File: src/accel_orientation_detector_core_macros.svh
// assertion macros for the orientation detector core
// used by files that carry concurrent checks; needs a clock and reset in scope
`ifndef ACCEL_ORIENTATION_DETECTOR_CORE_MACROS_SVH
`define ACCEL_ORIENTATION_DETECTOR_CORE_MACROS_SVH

// check that is masked while reset is high
`define AOD_ASSERT(label, prop, msg) \
   label: assert property (@(posedge clock) disable iff (reset) prop) else $error(msg);

// check that also holds across reset
`define AOD_ASSERT_RST(label, prop, msg) \
   label: assert property (@(posedge clock) prop) else $error(msg);

`endif

File: src/aod_pkg.sv
// shared types, codes and reset values for the orientation detector
// no dependencies
`default_nettype none

package aod_pkg;

   localparam int TIME_WIDTH_DEFAULT = 48;

   localparam int HYST_WIDTH = 15;
   localparam int DEBOUNCE_WIDTH = 24;
   localparam int MIN_WIDTH = 15;
   localparam int CSR_DATA_WIDTH = 24;
   localparam int CSR_INDEX_WIDTH = 2;

   localparam logic [HYST_WIDTH-1:0] HYSTERESIS_RESET = 15'd200;
   localparam logic [DEBOUNCE_WIDTH-1:0] DEBOUNCE_RESET = 24'd500000;
   localparam logic [MIN_WIDTH-1:0] DOMINANT_MIN_RESET = 15'd400;

   localparam logic [CSR_INDEX_WIDTH-1:0] REG_HYSTERESIS = 2'd0;
   localparam logic [CSR_INDEX_WIDTH-1:0] REG_DEBOUNCE = 2'd1;
   localparam logic [CSR_INDEX_WIDTH-1:0] REG_DOMINANT_MIN = 2'd2;

   localparam logic [1:0] ROT_0 = 2'd0;
   localparam logic [1:0] ROT_90 = 2'd1;
   localparam logic [1:0] ROT_180 = 2'd2;
   localparam logic [1:0] ROT_270 = 2'd3;

   typedef enum logic [1:0] {
      AXIS_XPOS = 2'd0,
      AXIS_XNEG = 2'd1,
      AXIS_YPOS = 2'd2,
      AXIS_YNEG = 2'd3
   } axis_type;

   typedef struct packed {
      logic [HYST_WIDTH-1:0] hyst_margin_mg;
      logic [DEBOUNCE_WIDTH-1:0] debounce_time_us;
      logic [MIN_WIDTH-1:0] min_level_mg;
   } cfg_type;

   typedef struct packed {
      axis_type axis;
      logic [1:0] rotation_quarters;
      logic rotate_now;
   } result_type;

   function automatic logic [1:0] rotation_of(input axis_type a);
      logic [1:0] r;
      case (a)
         AXIS_XPOS: r = ROT_0;
         AXIS_XNEG: r = ROT_180;
         AXIS_YPOS: r = ROT_270;
         AXIS_YNEG: r = ROT_90;
         default: r = ROT_0;
      endcase
      return r;
   endfunction

   // reading along a signed axis, one bit wider than the sign-extended input
   function automatic logic signed [17:0] signed_reading(
      input axis_type a,
      input logic signed [16:0] x,
      input logic signed [16:0] y
   );
      logic signed [17:0] r;
      case (a)
         AXIS_XPOS: r = 18'(x);
         AXIS_XNEG: r = -18'(x);
         AXIS_YPOS: r = 18'(y);
         AXIS_YNEG: r = -18'(y);
         default: r = 18'(x);
      endcase
      return r;
   endfunction

endpackage

`default_nettype wire

File: src/aod_step.sv
// next-state and result logic for one sample of the orientation detector
// depends on aod_pkg
`default_nettype none

module aod_step #(
   parameter int TIME_WIDTH = aod_pkg::TIME_WIDTH_DEFAULT
) (
   input wire logic signed [15:0] accel_x,
   input wire logic signed [15:0] accel_y,
   input wire logic [TIME_WIDTH-1:0] time_us,
   input wire aod_pkg::cfg_type cfg,
   input wire aod_pkg::axis_type committed_axis,
   input wire aod_pkg::axis_type pending_axis,
   input wire logic [TIME_WIDTH-1:0] candidate_start,
   output aod_pkg::axis_type committed_axis_next,
   output aod_pkg::axis_type pending_axis_next,
   output logic [TIME_WIDTH-1:0] candidate_start_next,
   output aod_pkg::result_type result
);

   logic signed [16:0] x_ext;
   logic signed [16:0] y_ext;
   logic [16:0] abs_x;
   logic [16:0] abs_y;
   logic [16:0] mag;
   aod_pkg::axis_type dominant;
   aod_pkg::axis_type proposed;
   logic signed [17:0] committed_reading;
   logic signed [17:0] nxt_reading;
   logic signed [17:0] margin;
   logic [TIME_WIDTH-1:0] elapsed;
   logic commit;

   assign x_ext = 17'(accel_x);
   assign y_ext = 17'(accel_y);
   assign abs_x = x_ext[16] ? 17'(-x_ext) : 17'(x_ext);
   assign abs_y = y_ext[16] ? 17'(-y_ext) : 17'(y_ext);

   always_comb begin
      if (abs_x > abs_y) begin
         dominant = (x_ext > 17'sd0) ? aod_pkg::AXIS_XPOS : aod_pkg::AXIS_XNEG;
         mag = abs_x;
      end else begin
         dominant = (y_ext > 17'sd0) ? aod_pkg::AXIS_YPOS : aod_pkg::AXIS_YNEG;
         mag = abs_y;
      end
   end

   assign committed_reading = aod_pkg::signed_reading(committed_axis, x_ext, y_ext);
   assign nxt_reading = aod_pkg::signed_reading(dominant, x_ext, y_ext);
   assign margin = 18'(nxt_reading - committed_reading);
   assign elapsed = time_us - candidate_start;

   always_comb begin
      proposed = dominant;
      if (dominant != committed_axis &&
          margin < $signed({3'b000, cfg.hyst_margin_mg})) begin
         proposed = committed_axis;
      end
   end

   always_comb begin
      committed_axis_next = committed_axis;
      pending_axis_next = pending_axis;
      candidate_start_next = candidate_start;
      commit = 1'b0;
      if (mag >= {2'b00, cfg.min_level_mg}) begin
         if (proposed != pending_axis) begin
            pending_axis_next = proposed;
            candidate_start_next = time_us;
         end else if (pending_axis != committed_axis) begin
            if (elapsed >= TIME_WIDTH'(cfg.debounce_time_us)) begin
               committed_axis_next = pending_axis;
               commit = 1'b1;
            end
         end
      end
   end

   always_comb begin
      result.axis = committed_axis_next;
      result.rotation_quarters = aod_pkg::rotation_of(committed_axis_next);
      result.rotate_now = commit;
   end

endmodule

`default_nettype wire

File: src/accel_orientation_detector_core.sv
// top level of the accelerometer orientation detector
// depends on aod_pkg, aod_step and the assertion macro header
//
// channel   dir  handshake              contents
// req_      in   tvalid/tready/tdata    accel_x, accel_y, time_us
// rsp_      out  tvalid/tready/tdata/tuser axis, rotation_quarters; rotate_now
// csr_      in   we/index/wdata         hysteresis, debounce time, dominant minimum
//
// one sample per cycle while rsp_ does not stall; a taken sample reaches rsp_ after it
// passes the input register, then the decision logic into the result register
// orientation state updates as a sample moves into the result register
// reset is synchronous and active high; it restores the register defaults
// a stalled rsp_ holds its transaction while one more sample waits in the input
// register; req_tready drops only when both registers are full and rsp_ stalls
`default_nettype none
`include "accel_orientation_detector_core_macros.svh"

module accel_orientation_detector_core #(
   parameter int TIME_WIDTH = aod_pkg::TIME_WIDTH_DEFAULT,
   localparam int ReqDataWidth = ((32 + TIME_WIDTH + 7) / 8) * 8
) (
   input wire logic clock,
   input wire logic reset,
   input wire logic req_tvalid,
   output logic req_tready,
   // accel_x [15:0], accel_y [31:16], time_us [32+TIME_WIDTH-1:32], zero fill
   input wire logic [ReqDataWidth-1:0] req_tdata,
   output logic rsp_tvalid,
   input wire logic rsp_tready,
   // axis [1:0], rotation_quarters [3:2], zero fill
   output logic [7:0] rsp_tdata,
   // rotate_now [0]
   output logic [0:0] rsp_tuser,
   input wire logic csr_we,
   input wire logic [aod_pkg::CSR_INDEX_WIDTH-1:0] csr_index,
   input wire logic [aod_pkg::CSR_DATA_WIDTH-1:0] csr_wdata
);

   aod_pkg::cfg_type cfg_ff, cfg_in;

   logic in_valid_ff, in_valid_in;
   logic signed [15:0] in_x_ff, in_x_in;
   logic signed [15:0] in_y_ff, in_y_in;
   logic [TIME_WIDTH-1:0] in_time_ff, in_time_in;

   aod_pkg::axis_type current_ff, current_in;
   aod_pkg::axis_type candidate_ff, candidate_in;
   logic [TIME_WIDTH-1:0] start_ff, start_in;

   logic rsp_valid_ff, rsp_valid_in;
   aod_pkg::result_type rsp_ff, rsp_in;

   aod_pkg::axis_type step_current;
   aod_pkg::axis_type step_candidate;
   logic [TIME_WIDTH-1:0] step_start;
   aod_pkg::result_type step_result;

   logic req_fire;
   logic out_free;
   logic advance;

   assign out_free = !rsp_valid_ff || rsp_tready;
   assign advance = in_valid_ff && out_free;
   assign req_tready = !in_valid_ff || out_free;
   assign req_fire = req_tvalid && req_tready;

   always_comb begin
      cfg_in = cfg_ff;
      if (csr_we) begin
         case (csr_index)
            aod_pkg::REG_HYSTERESIS: cfg_in.hyst_margin_mg =
               csr_wdata[aod_pkg::HYST_WIDTH-1:0];
            aod_pkg::REG_DEBOUNCE: cfg_in.debounce_time_us =
               csr_wdata[aod_pkg::DEBOUNCE_WIDTH-1:0];
            aod_pkg::REG_DOMINANT_MIN: cfg_in.min_level_mg =
               csr_wdata[aod_pkg::MIN_WIDTH-1:0];
            default: cfg_in = cfg_ff;
         endcase
      end
   end

   always_comb begin
      in_valid_in = in_valid_ff;
      in_x_in = in_x_ff;
      in_y_in = in_y_ff;
      in_time_in = in_time_ff;
      if (req_fire) begin
         in_valid_in = 1'b1;
         in_x_in = req_tdata[15:0];
         in_y_in = req_tdata[31:16];
         in_time_in = req_tdata[32 +: TIME_WIDTH];
      end else if (advance) begin
         in_valid_in = 1'b0;
      end
   end

   aod_step #(
      .TIME_WIDTH(TIME_WIDTH)
   ) u_step (
      .accel_x(in_x_ff),
      .accel_y(in_y_ff),
      .time_us(in_time_ff),
      .cfg(cfg_ff),
      .committed_axis(current_ff),
      .pending_axis(candidate_ff),
      .candidate_start(start_ff),
      .committed_axis_next(step_current),
      .pending_axis_next(step_candidate),
      .candidate_start_next(step_start),
      .result(step_result)
   );

   always_comb begin
      current_in = current_ff;
      candidate_in = candidate_ff;
      start_in = start_ff;
      rsp_in = rsp_ff;
      rsp_valid_in = rsp_valid_ff;
      if (advance) begin
         current_in = step_current;
         candidate_in = step_candidate;
         start_in = step_start;
         rsp_in = step_result;
         rsp_valid_in = 1'b1;
      end else if (rsp_tready) begin
         rsp_valid_in = 1'b0;
      end
   end

   always_ff @(posedge clock) begin
      if (reset) begin
         cfg_ff.hyst_margin_mg <= aod_pkg::HYSTERESIS_RESET;
         cfg_ff.debounce_time_us <= aod_pkg::DEBOUNCE_RESET;
         cfg_ff.min_level_mg <= aod_pkg::DOMINANT_MIN_RESET;
         in_valid_ff <= 1'b0;
         rsp_valid_ff <= 1'b0;
         current_ff <= aod_pkg::AXIS_XPOS;
         candidate_ff <= aod_pkg::AXIS_XPOS;
         start_ff <= '1;
      end else begin
         cfg_ff <= cfg_in;
         in_valid_ff <= in_valid_in;
         rsp_valid_ff <= rsp_valid_in;
         current_ff <= current_in;
         candidate_ff <= candidate_in;
         start_ff <= start_in;
      end
   end

   always_ff @(posedge clock) begin
      in_x_ff <= in_x_in;
      in_y_ff <= in_y_in;
      in_time_ff <= in_time_in;
      rsp_ff <= rsp_in;
   end

   assign rsp_tvalid = rsp_valid_ff;
   assign rsp_tdata = {4'b0000, rsp_ff.rotation_quarters, rsp_ff.axis};
   assign rsp_tuser = rsp_ff.rotate_now;

   `AOD_ASSERT(a_commit_changes_axis, advance && step_result.rotate_now |=> current_ff != $past(current_ff), "commit left the axis unchanged")
   `AOD_ASSERT(a_state_holds_without_transaction, !advance |=> $stable(current_ff) && $stable(candidate_ff) && $stable(start_ff), "orientation state moved without a transaction")
   `AOD_ASSERT(a_ready_only_drops_on_stall, !req_tready |-> in_valid_ff && rsp_valid_ff && !rsp_tready, "input stalled with room downstream")
   `AOD_ASSERT_RST(a_reset_state, reset |=> current_ff == aod_pkg::AXIS_XPOS && !rsp_tvalid && req_tready, "state not cleared by reset")

endmodule

`default_nettype wire

File: config.mk
export PLATFORM = sky130hd
export DESIGN_NAME = accel_orientation_detector_core
export DESIGN_NICKNAME = d
export VERILOG_FILES = /design/src/aod_pkg.sv /design/src/aod_step.sv /design/src/accel_orientation_detector_core.sv
export VERILOG_INCLUDE_DIRS = /design/src /design/src/src
export SDC_FILE = /design/constraint.sdc
export NUM_CORES = 1
export LEC_CHECK = 0
export BUFFER_PORTS_ARGS = -buffer_cell sky130_fd_sc_hd__buf_2
export CORE_MARGIN = 4
export CORE_UTILIZATION = 50
export CTS_BUF_LIST = sky130_fd_sc_hd__clkbuf_4
export CTS_CLUSTER_DIAMETER = 200
export DETAILED_ROUTE_END_ITERATION = 8
export GPL_ROUTABILITY_DRIVEN = 0
export GPL_TIMING_DRIVEN = 0
export PLACE_DENSITY = 0.75
export SETUP_SLACK_MARGIN = 0.02
export SYNTH_ARGS = -nofsm -noshare
export SYNTH_HDL_FRONTEND = slang
export SYNTH_HIERARCHICAL = 1
export SYNTH_SLANG_ARGS = --single-unit
File: constraint.sdc
create_clock -name clock -period 9.7 [get_ports clock]
set_input_delay 0.97 -clock clock [delete_from_list [all_inputs] [get_ports clock]]
set_output_delay 0.97 -clock clock [all_outputs]
set_load 0.05 [all_outputs]
==> impl_metrics.toml <==
[run_status]
outcome = "completed"

[routing]
viasPerCell = 5.76
wirelength_mm = 42.4
first_iter_violations = 1425
antenna_left = 0
dr.pass1.iters = 5
drc = 0
vias = 14400
route.detailed.wl_per_inst_um = 17.0

[finish]
areaGrowthSynthToFinish_pct = 13.4
register_area_um2 = 4710
drive_gt1_share_pct = 17.1
fillers = 2830
design.final.nets = 2347
post-route-util_pct = 57.9
multi_input_area_um2 = 10300
fin_area_um2 = 17900

[floorplan]
initial_core_util_pct = 51.1
rows = 64
die-area_um2 = 34500
core_area_um2 = 30900
dieWidth_um = 186
die_h_um = 186
io_pins = 122

[cts]
cts_buffer_depth = 2
hold_buffers = 0
root_buffer = "clkbuf_4"
clk_pin_slew_ns = 0.21
cts_max_level = 4
clkSinkCount = 193
clk_latency_ns = 0.67
tritoncts = "yes"
cts_made_buffers = 17

[worst_setup_path]
worst_ep_arrival_time_ns = 9.96
r2r_start = "in_x_ff[2]$_DFFE_PP_"
cp-startpoint = "in_x_ff[2]$_DFFE_PP_"
end_kind = "flop"
max_stage_delay_ns = 0.55
path_max_fanout = 10
slowest_stage = "or4_4"
startpoint_type = "flop"
critPathKind = "reg2reg"
required_ns = 10.25

[synth]
synthArstFlopShare_pct = 0
synth_edf_count = 85
synthFlopType = "dfxtp_1"
syn_area_per_cell_um2 = 8.24
netlist_area_um2 = 15800
ys_seq_area_share_pct = 29.9
ys_warn_count = 6
ys_ff_latch = 193
synth_cell_types = 88
synthCells = 1916

[timing]
fin_skew_ns = 0.0400
worst_slew_pin_slew_ns = 0.921
relSlewSlack_pct = 38.5
finalHoldViolCount = 0
fmax_ghz = 0.106
maxSlewViolCount = 0
setup_viol = 0
finalCritPeriodShare_pct = 97.0
final.min_clock_period_ns = 9.41

[global_routing]
antenna_found_initial = 1
grt_pass1_wl_mm = 66.9
grt_use_total_pct = 23.8
grt_max_degree = 30
grt_pass1_vias = 13500
gr-total-overflow = 0

[pwr]
power_density_nw_per_um2 = 175
power.leakage_nw = 7.69
ir_drop_uv = 126

[flow_run]
cap_violations = 0

[placed_design]
place_area_um2 = 16900
dp_hpwl_mm = 32.4
port_buffers = 116

[worst_hold_path]
holdCritStartpoint = "req_tdata[68]"
hold_class = "in2reg"
[per-layer routing]
layer	global-route usage [%]	vias up	part of all wire (%)
li1	-	7044	-
met1	30.8	6696	44
met2	40.5	542	47
met3	3.75	108	6.0
met4	8.25	0	3.6
met5	0	-	0
[worst paths after layout]
kind,cells after the start,end,slack [ns]
worst max-delay path,45,start_ff[1]$_SDFFE_PP1P_,0.29
worst min-delay path,1,in_time_ff[36]$_DFFE_PP_,0.45
worst max register to register,45,start_ff[1]$_SDFFE_PP1P_,0.29
worst min register to register,2,cfg_ff[48]$_SDFFE_PP0P_,0.47
[report_power, final]
part           internal [mW]  switching [mW]  total [mW]
registers              0.910          0.0438       0.954
clock network          0.133           0.357       0.490
logic                  0.819           0.876        1.69
total                   1.86            1.28        3.14
[Yosys cell counts (10+ instances only)]
| cell type | n | area (um^2) |
|---|---|---|
| edfxtp_1 | 85 | 2550 |
| nor2_1 | 226 | 848 |
| nor2b_1 | 19 | 119 |
| clkbuf_1 | 58 | 218 |
| a21oi_1 | 181 | 906 |
| nor3_1 | 46 | 230 |
| nand3_1 | 20 | 100 |
| mux2_4 | 20 | 300 |
| ha_1 | 145 | 1810 |
| nand4_1 | 26 | 163 |
| xnor2_1 | 72 | 631 |
| o21bai_1 | 10 | 75.1 |
| nand2b_1 | 34 | 213 |
| nor4_1 | 13 | 81.3 |
| inv_1 | 138 | 518 |
| a21o_1 | 33 | 248 |
| o211ai_1 | 12 | 90.1 |
| and2_1 | 10 | 62.6 |
| buf_4 | 14 | 105 |
| nand2_1 | 211 | 792 |
| mux2_2 | 34 | 383 |
| o21a_1 | 24 | 180 |
| o21ai_0 | 71 | 355 |
| buf_2 | 12 | 60.1 |
| or3_1 | 22 | 138 |
| buf_1 | 10 | 37.5 |
| dfxtp_1 | 108 | 2160 |
| a211oi_1 | 19 | 143 |
| xor2_1 | 41 | 359 |
| mux2i_1 | 65 | 651 |
[flip-flops by register name (all words and copies together), names as in the netlist]
| name | cells |
|---|---|
| cfg_ff | 54 |
| in_time_ff | 48 |
| start_ff | 48 |
| in_x_ff | 16 |
| in_y_ff | 16 |
| rsp_tdata | 4 |
| candidate_ff | 2 |
| current_ff | 2 |
| in_valid_ff | 1 |
| rsp_tuser | 1 |
| rsp_tvalid | 1 |
[metrics by stage]
stage,std cells,setup TNS (ns),setup slack (ns),total power [mW],hold WS [ns]
after floorplan,1919,0,0.357,2.13,0.436
after global placement,2431,-70.48,-1.40,2.40,0.444
after detailed placement,2433,-80.22,-1.59,2.44,0.448
after CTS,2476,0,0.0465,3.01,0.411
after global routing,2499,-0.571,-0.0530,3.36,0.410
final,2499,0,0.292,3.14,0.454
[timing repair]
action / 4_1_cts / 5_1_grt
buffers inserted: 14 / 20
endpoints found under the setup margin: 57 / 56
gates resized for setup: 42 / 38
pin swaps: 4 / 23
gates cloned: 0 / 3
[layout by cell type, fill, tap and decap left out, types with 6 or more instances in the layout]
| master | instances |
|---|---|
| ha_1 | 140 |
| nor3_1 | 43 |
| a21oi_1 | 176 |
| buf_2 | 129 |
| edfxtp_1 | 85 |
| nand2b_1 | 34 |
| nor2_1 | 221 |
| nor4_1 | 12 |
| buf_1 | 8 |
| a21o_1 | 33 |
| xor2_1 | 41 |
| nand2_1 | 209 |
| o21ai_0 | 68 |
| o21bai_1 | 10 |
| xnor2_1 | 71 |
| nor2b_1 | 19 |
| and2_1 | 9 |
| nand3_1 | 20 |
| mux2_2 | 34 |
| buf_6 | 8 |
| a211o_1 | 9 |
| buf_12 | 8 |
| buf_4 | 45 |
| mux2i_1 | 64 |
| inv_1 | 134 |
| a211oi_1 | 18 |
| o31ai_1 | 7 |
| or3_4 | 12 |
| o21a_1 | 24 |
| a31oi_1 | 6 |
| dfxtp_1 | 108 |
| or3_1 | 11 |
| clkbuf_4 | 17 |
| nand4_1 | 26 |
| mux2_4 | 20 |
| clkbuf_1 | 52 |
| o211ai_1 | 12 |
[kinds of logic after synthesis]
kind of cell | Yosys count | synth area share [%]
multiplexers | 120 | 8.59
buffers and inverters | 245 | 6.86
flip-flops | 193 | 29.9
XOR/XNOR | 113 | 6.27
other | 1 | 0.0237
AND/OR/NAND/NOR | 661 | 19.3
AO/OA/AOI/OAI | 436 | 17.3
adder cells (fa/ha/maj) | 147 | 11.7
[critical path, delay by kind of cell, from the launching register on]
| kind | cells | cell delay, ns |
|---|---|---|
| compound gates | 17 | 2.77 |
| xor+xnor | 2 | 0.18 |
| fa+ha+maj | 4 | 1.16 |
| buf+inv | 7 | 0.95 |
| flops | 1 | 0.41 |
| mux | 2 | 0.41 |
| simple gates | 13 | 3.41 |
[area by class of cell]
cell class,instances,share of cell area (%)
Tap cell,396,2.77
Antenna cell,1,0.0140
Timing Repair Buffer,155,5.47
Buffer,102,3.32
Clock inverter,15,1.08
Sequential cell,193,26.3
Inverter,139,2.92
Clock buffer,17,0.713
Multi-Input combinational cell,1481,57.4
Power figures use the tool's default switching activity.
